--- config.mk ---
export PLATFORM = sky130hd
export DESIGN_NAME = element_set_table_core_flat
export DESIGN_NICKNAME = d
export VERILOG_FILES = /design/src/rtl/core/est_pkg.sv /design/src/rtl/core/est_if.sv /design/src/rtl/core/element_set_table_core.sv /design/src/rtl/core/est_ram.sv /design/src/rtl/core/est_ctrl.sv /design/src/flat_wrapper.sv
export SDC_FILE = /design/constraint.sdc
export NUM_CORES = 2
export LEC_CHECK = 0
export BUFFER_PORTS_ARGS = -buffer_cell sky130_fd_sc_hd__buf_4
export CAP_MARGIN = 5
export CORE_MARGIN = 4
export CORE_UTILIZATION = 63
export CTS_CLUSTER_DIAMETER = 60
export DETAILED_ROUTE_END_ITERATION = 6
export GPL_TIMING_DRIVEN = 0
export PLACE_DENSITY_LB_ADDON = 0.05
export SYNTH_ARGS = -nofsm -noshare
export SYNTH_HDL_FRONTEND = slang
export SYNTH_SLANG_ARGS = --single-unit
--- constraint.sdc ---
create_clock -name clk -period 7.38 [get_ports clk]
set_input_delay 0.369 -clock clk [delete_from_list [all_inputs] [get_ports clk]]
set_output_delay 0.369 -clock clk [all_outputs]
set_load 0.02 [all_outputs]
--- src/rtl/core/est_pkg.sv ---
// Shared constants, codes and types of the element set table.
package est_pkg;

	localparam int CAPACITY = 64;
	localparam int ADDR_W   = $clog2(CAPACITY);
	localparam int CNT_W    = $clog2(CAPACITY + 1);
	localparam int VALUE_W  = 32;
	localparam int POS_W    = 6;
	localparam int TOTAL_W  = 7;

	typedef enum logic [1:0] {
		ACT_INSERT = 2'd0,
		ACT_REMOVE = 2'd1,
		ACT_SEARCH = 2'd2
	} action_t;

	typedef enum logic [1:0] {
		ST_DONE      = 2'd0,
		ST_DUPLICATE = 2'd1,
		ST_ABSENT    = 2'd2,
		ST_FULL      = 2'd3
	} status_t;

	typedef struct packed {
		logic [1:0]         status;
		logic               found;
		logic [POS_W-1:0]   position;
		logic [TOTAL_W-1:0] element_total;
		logic               is_empty;
		logic               is_full;
	} rsp_t;

endpackage

--- src/rtl/core/est_if.sv ---
// Request and response channel interfaces of the element set table.
interface est_req_if import est_pkg::*; ();
	logic                      valid;
	logic                      ready;
	logic [1:0]                action;
	logic signed [VALUE_W-1:0] value;

	modport source (output valid, action, value, input ready);
	modport sink (input valid, action, value, output ready);
endinterface

interface est_rsp_if import est_pkg::*; ();
	logic               valid;
	logic               ready;
	logic [1:0]         status;
	logic               found;
	logic [POS_W-1:0]   position;
	logic [TOTAL_W-1:0] element_total;
	logic               is_empty;
	logic               is_full;

	modport source (output valid, status, found, position, element_total, is_empty, is_full,
		input ready);
	modport sink (input valid, status, found, position, element_total, is_empty, is_full,
		output ready);
endinterface

--- src/rtl/core/element_set_table_core.sv ---
// Top level of the element set table: store, sequencer and response register.
//
// The block keeps a set of up to CAPACITY distinct signed 32-bit words.
// Each transaction on the request channel carries an action (insert,
// remove or search) and a value; each one yields exactly one transaction
// on the response channel with a status code, a found flag, the matching
// position, the element count after the operation and empty and full flags.
// Requests are handled one at a time. A request is taken only while the
// sequencer is idle; a search or an insert then reads the stored entries
// in order through the store's single registered read port until a match
// or the last entry and then replies, and a remove that hits scans up to
// the match and then moves the tail behind it, reading each later entry
// and writing it back one place lower. The response is held in an output
// register, so the next request may be taken while an earlier response
// still waits. When the receiver stalls, a finished result waits in the
// sequencer until the output register frees. Reset empties the set at
// once (only the count is cleared; the store needs no clearing) and drops
// any response not yet delivered.
module element_set_table_core import est_pkg::*; (
	input logic        clk,
	input logic        arst_n,
	est_req_if.sink    req,
	est_rsp_if.source  rsp
);

	logic               ram_we;
	logic [ADDR_W-1:0]  ram_waddr;
	logic [VALUE_W-1:0] ram_wdata;
	logic               ram_re;
	logic [ADDR_W-1:0]  ram_raddr;
	logic [VALUE_W-1:0] ram_rdata;

	logic res_free;
	logic res_valid;
	rsp_t res;

	logic rsp_valid_q;
	rsp_t rsp_q;

	// The element store: one write and one read per cycle.
	est_ram #(
		.DEPTH(CAPACITY),
		.WIDTH(VALUE_W)
	) u_ram (
		.clk  (clk),
		.we   (ram_we),
		.waddr(ram_waddr),
		.wdata(ram_wdata),
		.re   (ram_re),
		.raddr(ram_raddr),
		.rdata(ram_rdata)
	);

	est_ctrl u_ctrl (
		.clk      (clk),
		.arst_n   (arst_n),
		.req      (req),
		.ram_we   (ram_we),
		.ram_waddr(ram_waddr),
		.ram_wdata(ram_wdata),
		.ram_re   (ram_re),
		.ram_raddr(ram_raddr),
		.ram_rdata(ram_rdata),
		.res_free (res_free),
		.res_valid(res_valid),
		.res      (res)
	);

	// The output register may take a new result when it is empty or is
	// being emptied in this cycle.
	assign res_free = !rsp_valid_q || rsp.ready;

	always_ff @(posedge clk or negedge arst_n) begin
		if (!arst_n) begin
			rsp_valid_q <= 1'b0;
		end else if (res_valid) begin
			rsp_valid_q <= 1'b1;
		end else if (rsp.ready) begin
			rsp_valid_q <= 1'b0;
		end
	end

	always_ff @(posedge clk) begin
		if (res_valid) begin
			rsp_q <= res;
		end
	end

	assign rsp.valid         = rsp_valid_q;
	assign rsp.status        = rsp_q.status;
	assign rsp.found         = rsp_q.found;
	assign rsp.position      = rsp_q.position;
	assign rsp.element_total = rsp_q.element_total;
	assign rsp.is_empty      = rsp_q.is_empty;
	assign rsp.is_full       = rsp_q.is_full;

endmodule

--- src/rtl/core/est_ram.sv ---
// Simple dual-port synchronous RAM with one write port and a registered read port.
module est_ram #(
	parameter int DEPTH = 64,
	parameter int WIDTH = 32
) (
	input  logic                     clk,
	input  logic                     we,
	input  logic [$clog2(DEPTH)-1:0] waddr,
	input  logic [WIDTH-1:0]         wdata,
	input  logic                     re,
	input  logic [$clog2(DEPTH)-1:0] raddr,
	output logic [WIDTH-1:0]         rdata
);

	logic [WIDTH-1:0] mem [DEPTH];

	always_ff @(posedge clk) begin
		if (we) begin
			mem[waddr] <= wdata;
		end
		if (re) begin
			rdata <= mem[raddr];
		end
	end

endmodule

--- src/rtl/core/est_ctrl.sv ---
// Sequencer that scans, appends to and compacts the element store.
module est_ctrl import est_pkg::*; (
	input  logic               clk,
	input  logic               arst_n,
	est_req_if.sink            req,
	output logic               ram_we,
	output logic [ADDR_W-1:0]  ram_waddr,
	output logic [VALUE_W-1:0] ram_wdata,
	output logic               ram_re,
	output logic [ADDR_W-1:0]  ram_raddr,
	input  logic [VALUE_W-1:0] ram_rdata,
	input  logic               res_free,
	output logic               res_valid,
	output rsp_t               res
);

	typedef enum logic [1:0] {
		IDLE,
		SCAN,
		SHIFT,
		REPLY
	} state_t;

	state_t             state_q;
	logic [1:0]         act_q;
	logic [VALUE_W-1:0] value_q;
	logic [CNT_W-1:0]   count_q;
	logic [CNT_W-1:0]   idx_q;
	logic               rd_vld_s1;
	logic [ADDR_W-1:0]  rd_idx_s1;
	status_t            status_q;
	logic               found_q;
	logic [POS_W-1:0]   pos_q;

	logic             match;
	logic             last_rd;
	logic             scan_done;
	logic             is_full_now;
	logic             issue;
	logic [CNT_W-1:0] next_idx;

	assign req.ready   = (state_q == IDLE);
	assign match       = rd_vld_s1 && (ram_rdata == value_q);
	assign last_rd     = rd_vld_s1 && (CNT_W'(rd_idx_s1) == count_q - CNT_W'(1));
	assign scan_done   = match || (count_q == '0) || last_rd;
	assign is_full_now = (count_q == CNT_W'(CAPACITY));
	assign issue       = ((state_q == SCAN) || (state_q == SHIFT)) && (idx_q != count_q);
	assign next_idx    = CNT_W'(rd_idx_s1) + CNT_W'(1);

	assign ram_re    = issue;
	assign ram_raddr = idx_q[ADDR_W-1:0];

	// Write port: append on a successful insert, or move an entry down during compaction.
	always_comb begin
		ram_we    = 1'b0;
		ram_waddr = count_q[ADDR_W-1:0];
		ram_wdata = value_q;
		if ((state_q == SCAN) && scan_done && !match && (act_q == ACT_INSERT) &&
			!is_full_now) begin
			ram_we = 1'b1;
		end else if ((state_q == SHIFT) && rd_vld_s1) begin
			ram_we    = 1'b1;
			ram_waddr = rd_idx_s1 - ADDR_W'(1);
			ram_wdata = ram_rdata;
		end
	end

	assign res_valid         = (state_q == REPLY) && res_free;
	assign res.status        = status_q;
	assign res.found         = found_q;
	assign res.position      = pos_q;
	assign res.element_total = TOTAL_W'(count_q);
	assign res.is_empty      = (count_q == '0);
	assign res.is_full       = is_full_now;

	always_ff @(posedge clk or negedge arst_n) begin
		if (!arst_n) begin
			state_q   <= IDLE;
			count_q   <= '0;
			idx_q     <= '0;
			rd_vld_s1 <= 1'b0;
			rd_idx_s1 <= '0;
			act_q     <= '0;
			value_q   <= '0;
			status_q  <= ST_DONE;
			found_q   <= 1'b0;
			pos_q     <= '0;
		end else begin
			unique case (state_q)
				IDLE: begin
					rd_vld_s1 <= 1'b0;
					if (req.valid) begin
						act_q   <= req.action;
						value_q <= req.value;
						idx_q   <= '0;
						state_q <= SCAN;
					end
				end
				SCAN: begin
					rd_vld_s1 <= issue;
					rd_idx_s1 <= idx_q[ADDR_W-1:0];
					if (issue) begin
						idx_q <= idx_q + CNT_W'(1);
					end
					if (scan_done) begin
						rd_vld_s1 <= 1'b0;
						found_q   <= match;
						pos_q     <= match ? POS_W'(rd_idx_s1) : '0;
						state_q   <= REPLY;
						case (act_q)
							ACT_INSERT: begin
								if (match) begin
									status_q <= ST_DUPLICATE;
								end else if (is_full_now) begin
									status_q <= ST_FULL;
								end else begin
									status_q <= ST_DONE;
									count_q  <= count_q + CNT_W'(1);
								end
							end
							ACT_REMOVE: begin
								if (match) begin
									status_q <= ST_DONE;
									if (next_idx == count_q) begin
										count_q <= count_q - CNT_W'(1);
									end else begin
										idx_q   <= next_idx;
										state_q <= SHIFT;
									end
								end else begin
									status_q <= ST_ABSENT;
								end
							end
							default: begin
								status_q <= match ? ST_DONE : ST_ABSENT;
							end
						endcase
					end
				end
				SHIFT: begin
					rd_vld_s1 <= issue;
					rd_idx_s1 <= idx_q[ADDR_W-1:0];
					if (issue) begin
						idx_q <= idx_q + CNT_W'(1);
					end
					if (last_rd) begin
						rd_vld_s1 <= 1'b0;
						count_q   <= count_q - CNT_W'(1);
						state_q   <= REPLY;
					end
				end
				REPLY: begin
					if (res_free) begin
						state_q <= IDLE;
					end
				end
				default: begin
					state_q <= IDLE;
				end
			endcase
		end
	end

endmodule
--- src/flat_wrapper.sv ---
// flat-port wrapper written by rule: the top's interface ports become plain ports
module element_set_table_core_flat import est_pkg::*;
  (clk, arst_n, req_valid, req_action, req_value, req_ready, rsp_valid, rsp_status, rsp_found, rsp_position, rsp_element_total, rsp_is_empty, rsp_is_full, rsp_ready);
  est_req_if req_i ();
  est_rsp_if rsp_i ();
  input logic clk;
  input logic arst_n;
  input wire logic [$bits(req_i.valid)-1:0] req_valid;
  input wire logic [$bits(req_i.action)-1:0] req_action;
  input wire logic [$bits(req_i.value)-1:0] req_value;
  output wire logic [$bits(req_i.ready)-1:0] req_ready;
  output wire logic [$bits(rsp_i.valid)-1:0] rsp_valid;
  output wire logic [$bits(rsp_i.status)-1:0] rsp_status;
  output wire logic [$bits(rsp_i.found)-1:0] rsp_found;
  output wire logic [$bits(rsp_i.position)-1:0] rsp_position;
  output wire logic [$bits(rsp_i.element_total)-1:0] rsp_element_total;
  output wire logic [$bits(rsp_i.is_empty)-1:0] rsp_is_empty;
  output wire logic [$bits(rsp_i.is_full)-1:0] rsp_is_full;
  input wire logic [$bits(rsp_i.ready)-1:0] rsp_ready;
  assign req_i.valid = req_valid;
  assign req_i.action = req_action;
  assign req_i.value = req_value;
  assign req_ready = req_i.ready;
  assign rsp_valid = rsp_i.valid;
  assign rsp_status = rsp_i.status;
  assign rsp_found = rsp_i.found;
  assign rsp_position = rsp_i.position;
  assign rsp_element_total = rsp_i.element_total;
  assign rsp_is_empty = rsp_i.is_empty;
  assign rsp_is_full = rsp_i.is_full;
  assign rsp_i.ready = rsp_ready;
  element_set_table_core u_core (.clk(clk), .arst_n(arst_n), .req(req_i), .rsp(rsp_i));
endmodule
==> impl_metrics.py <==
metrics = {
    "clocking": {
        "post_cts_buffers": 0,
        "ctsResizeCount": 0,
        "cts.htree.levels": 4,
        "root_buffer": "clkbuf_16",
        "cts_tree": "yes",
        "cts_max_path_buffers": 3,
        "hold_buffers": 36,
        "cts_sinks": 2165,
        "clock_latency_ns": 0.85,
        "cts_buffers": 209,
        "clk_pin_slew_ns": 0.06,
    },
    "synthesis": {
        "yosys-top-cells-count": "2098 x edfxtp_1, 672 x mux4_2, 118 x clkbuf_1",
        "ys.flop_type": "edfxtp_1",
        "yosysTopAreaCell": "edfxtp_1",
        "netlist.area_leader.share_pct": 75.0,
        "syn_inst": 3526,
        "ys_warn_count": 0,
        "synth_area_leaders": "edfxtp_1 75%, mux4_2 18%, dfrtp_1 2.0%",
        "ys_types": 69,
        "synthesis.nets": 3575,
        "syn_area_per_cell_um2": 23.8,
        "async_reset_ff_share_pct": 3.09,
        "synth-edff-count": 2098,
        "ys_seq_area_share_pct": 77.0,
        "syn-cell-area_mm2": 0.0840,
        "synthMostInstantiatedCell": "edfxtp_1",
        "synth_seq_cells": 2165,
    },
    "placement": {
        "placedCellCount": 5409,
        "dp_hpwl_um": 145000,
        "io_buffer_count": 57,
        "dpl_worst_slack_ns": 1.58,
        "globalplace.congestion": 0.895,
    },
    "routing": {
        "routed_wl_um": 224000,
        "num_vias": 40746,
        "dr.pass1.iters": 6,
        "wire_per_inst_um": 38.4,
        "ant_nets": 0,
        "drc": 0,
        "routed_via_density": 6.98,
        "drt_iter0_drc": 6000,
    },
    "critical_path": {
        "cp_max_fo": 17,
        "reg2reg_depth": 13,
        "rrSetupSlack_ns": 1.45,
        "cp.arrival_ns": 6.45,
        "r2r_end": "u_core.u_ram.mem[23][17]",
        "cp.required_ns": 7.90,
        "crit_start": "u_core.u_ctrl.count_q[0]",
        "cp-start-kind": "flip-flop",
        "end_kind": "flip-flop",
        "crit_type": "reg -> reg",
        "worstSetupEndpoint": "u_core.u_ram.mem[23][17]",
        "regToRegStartpoint": "u_core.u_ctrl.count_q[0]",
    },
    "timing": {
        "fin_ws_ns": 1.45,
        "finalHoldViolations": 0,
        "clock.fmax_mhz": 169,
        "rsz0062_at_grt": "false",
        "skew_ns": 0.0394,
        "min_period_ns": 5.93,
        "setup_tns_ns": 0,
        "max_slew_margin_pct": 5.54,
        "slew_viol_final": 0,
        "setup-violations-final": 0,
        "worst_slew_pin_slew_ns": 1.42,
        "fin_crit_sh_pct": 80.4,
    },
    "finish": {
        "final_util_pct": 72.8,
        "n_fill_cell": 7288,
        "layout.cells.non_filler": 5840,
        "area_growth_pct": 14.4,
        "drive_above_1_share_pct": 31.9,
        "nets": 3954,
    },
    "power_and_ir_drop": {
        "power_frac_comb_pct": 22.5,
        "p_seq_share_pct": 47.0,
        "p_leak_nw": 29.3,
        "p_clk_share_pct": 30.5,
        "p_per_area_mw_per_mm2": 362,
        "p_sw_w": 0.0103,
        "internal_power_w": 0.0244,
        "switching_share_pct": 29.7,
        "ir_worst_vdd_mv": 0.342,
    },
    "min_path": {
        "holdPathStages": 3,
        "hold_class": "in -> reg",
    },
    "global_route": {
        "grt_pass1_vias": 40915,
        "grt_usage_pct": 32.8,
        "antenna_found_initial": 19,
        "grt_first_pass_wirelength_um": 316000,
        "gr-total-overflow": 0,
        "grt_max_degree": 68,
    },
    "floorplanning": {
        "rows": 133,
        "core_region_area_mm2": 0.132,
        "start_util_pct": 63.6,
        "die_w_um": 373,
        "die_h_um": 373,
        "dieArea_mm2": 0.139,
        "ios": 58,
    },
    "run": {
        "maxCapViolCount": 0,
    },
    "outcome": {
        "status": "finished, final reports clean",
    },
}
==> cell type report <==
type	count	area, um2	area share, %
Sequential cell	2165	64700	67.3
Multi-Input combinational cell	1156	19100	19.9
Clock buffer	255	5560	5.79
Timing Repair Buffer	168	2460	2.56
Tap cell	1755	2200	2.29
Clock inverter	130	1270	1.32
Buffer	188	748	0.779
Inverter	17	63.8	0.0664
Antenna cell	6	15.0	0.0156
==> stage by stage <==
stage | total power, W | hold WS [ns] | area [um2]
2_1_floorplan | 0.0207 | 0.0734 | 84000
3_3_place_gp | 0.0237 | 0.432 | 86600
3_5_place_dp | 0.0242 | 0.440 | 88700
4_1_cts | 0.0347 | 0.0937 | 95900
5_1_grt | 0.0358 | 0.168 | 96100
6_report | 0.0348 | 0.146 | 96100
==> flip-flops by register name, indices dropped and copies added (netlist names), 6 cells and up <==
signal                    flops
u_core.u_ctrl.idx_q           7
u_core.u_ctrl.pos_q           6
u_core.u_ctrl.rd_idx_s1       6
u_core.rsp.position           6
u_core.u_ram.mem           2048
u_core.u_ctrl.value_q        32
u_core.u_ctrl.count_q         7
u_core.u_ram.rdata           32
u_core.rsp.element_total      7
==> worst max-delay path, stage by stage, from the launching register on <==
cell and delay [ns]:
dfrtp_1 0.38, buf_2 0.24, inv_1 0.11, ha_1 0.21
clkbuf_2 0.17, o21ba_1 0.19, a221oi_1 0.28, a41o_1 0.16
a41oi_1 0.24, o311a_1 0.47, a22oi_1 0.85, nand3_1 1.02
nor2_4 1.00, buf_16 0.25
==> kinds of logic (layout without fill, tap and decap cells) <==
logic type                 Yosys count  in the layout  synth area share [%]
adders and majority gates           11             11                 0.164
xor gates and xnor gates            61             61                 0.654
other                                0              6                     0
buffers and inverters              205            758                 0.961
muxes                              746            746                  19.0
and+or+nand+nor                    252            252                  1.44
AOI/OAI and AO/OA                   86             86                 0.755
DFF                               2165           2165                  77.0
==> power groups by stage <==
stage	registers (W)	clock network, W	logic (W)
2_1_floorplan	0.0164	0	0.00434
3_3_place_gp	0.0166	0	0.00712
3_5_place_dp	0.0166	0	0.00762
4_1_cts	0.0164	0.0107	0.00768
5_1_grt	0.0164	0.0113	0.00820
6_report	0.0163	0.0106	0.00784
==> placed cells by master (no fill, tap or decap), types with 28 or more instances in the layout <==
cell type and instances:
buf_1 40, buf_12 42, buf_2 28, buf_4 58, clkbuf_1 149, clkbuf_16 215, clkinv_1 36, clkinv_2 49
dfrtp_1 67, dlygate4sd3_1 36, edfxtp_1 2098, mux2_2 47, mux4_2 672, nand2_1 69, nor2_4 62, xnor2_1 42
==> metal layers <==
| layer | vias up | GRT usage, % | routed length [um] |
|---|---|---|---|
| met2 | 2644 | 50.0 | 106000 |
| met3 | 459 | 9.45 | 28000 |
| li1 | 15904 | - | - |
| met1 | 21727 | 46.0 | 79800 |
| met4 | 12 | 12.8 | 10000 |
| met5 | - | 0 | 99 |
==> worst min path at each step <==
| stage | startpoint | to | slack (ns) |
|---|---|---|---|
| 2_1_floorplan | arst_n | u_core.rsp.valid | 0.07 |
| 3_5_place_dp | u_core.u_ctrl.pos_q[4] | u_core.rsp.position[4] | 0.44 |
| 5_1_grt | req_valid | u_core.u_ctrl.value_q[4] | 0.17 |
| 6_report | req_valid | u_core.u_ctrl.value_q[4] | 0.15 |
| 3_3_place_gp | u_core.u_ctrl.count_q[6] | u_core.rsp.element_total[6] | 0.43 |
| 4_1_cts | req_valid | u_core.u_ctrl.value_q[31] | 0.09 |
Note: power is estimated with default switching activity, not from simulation.
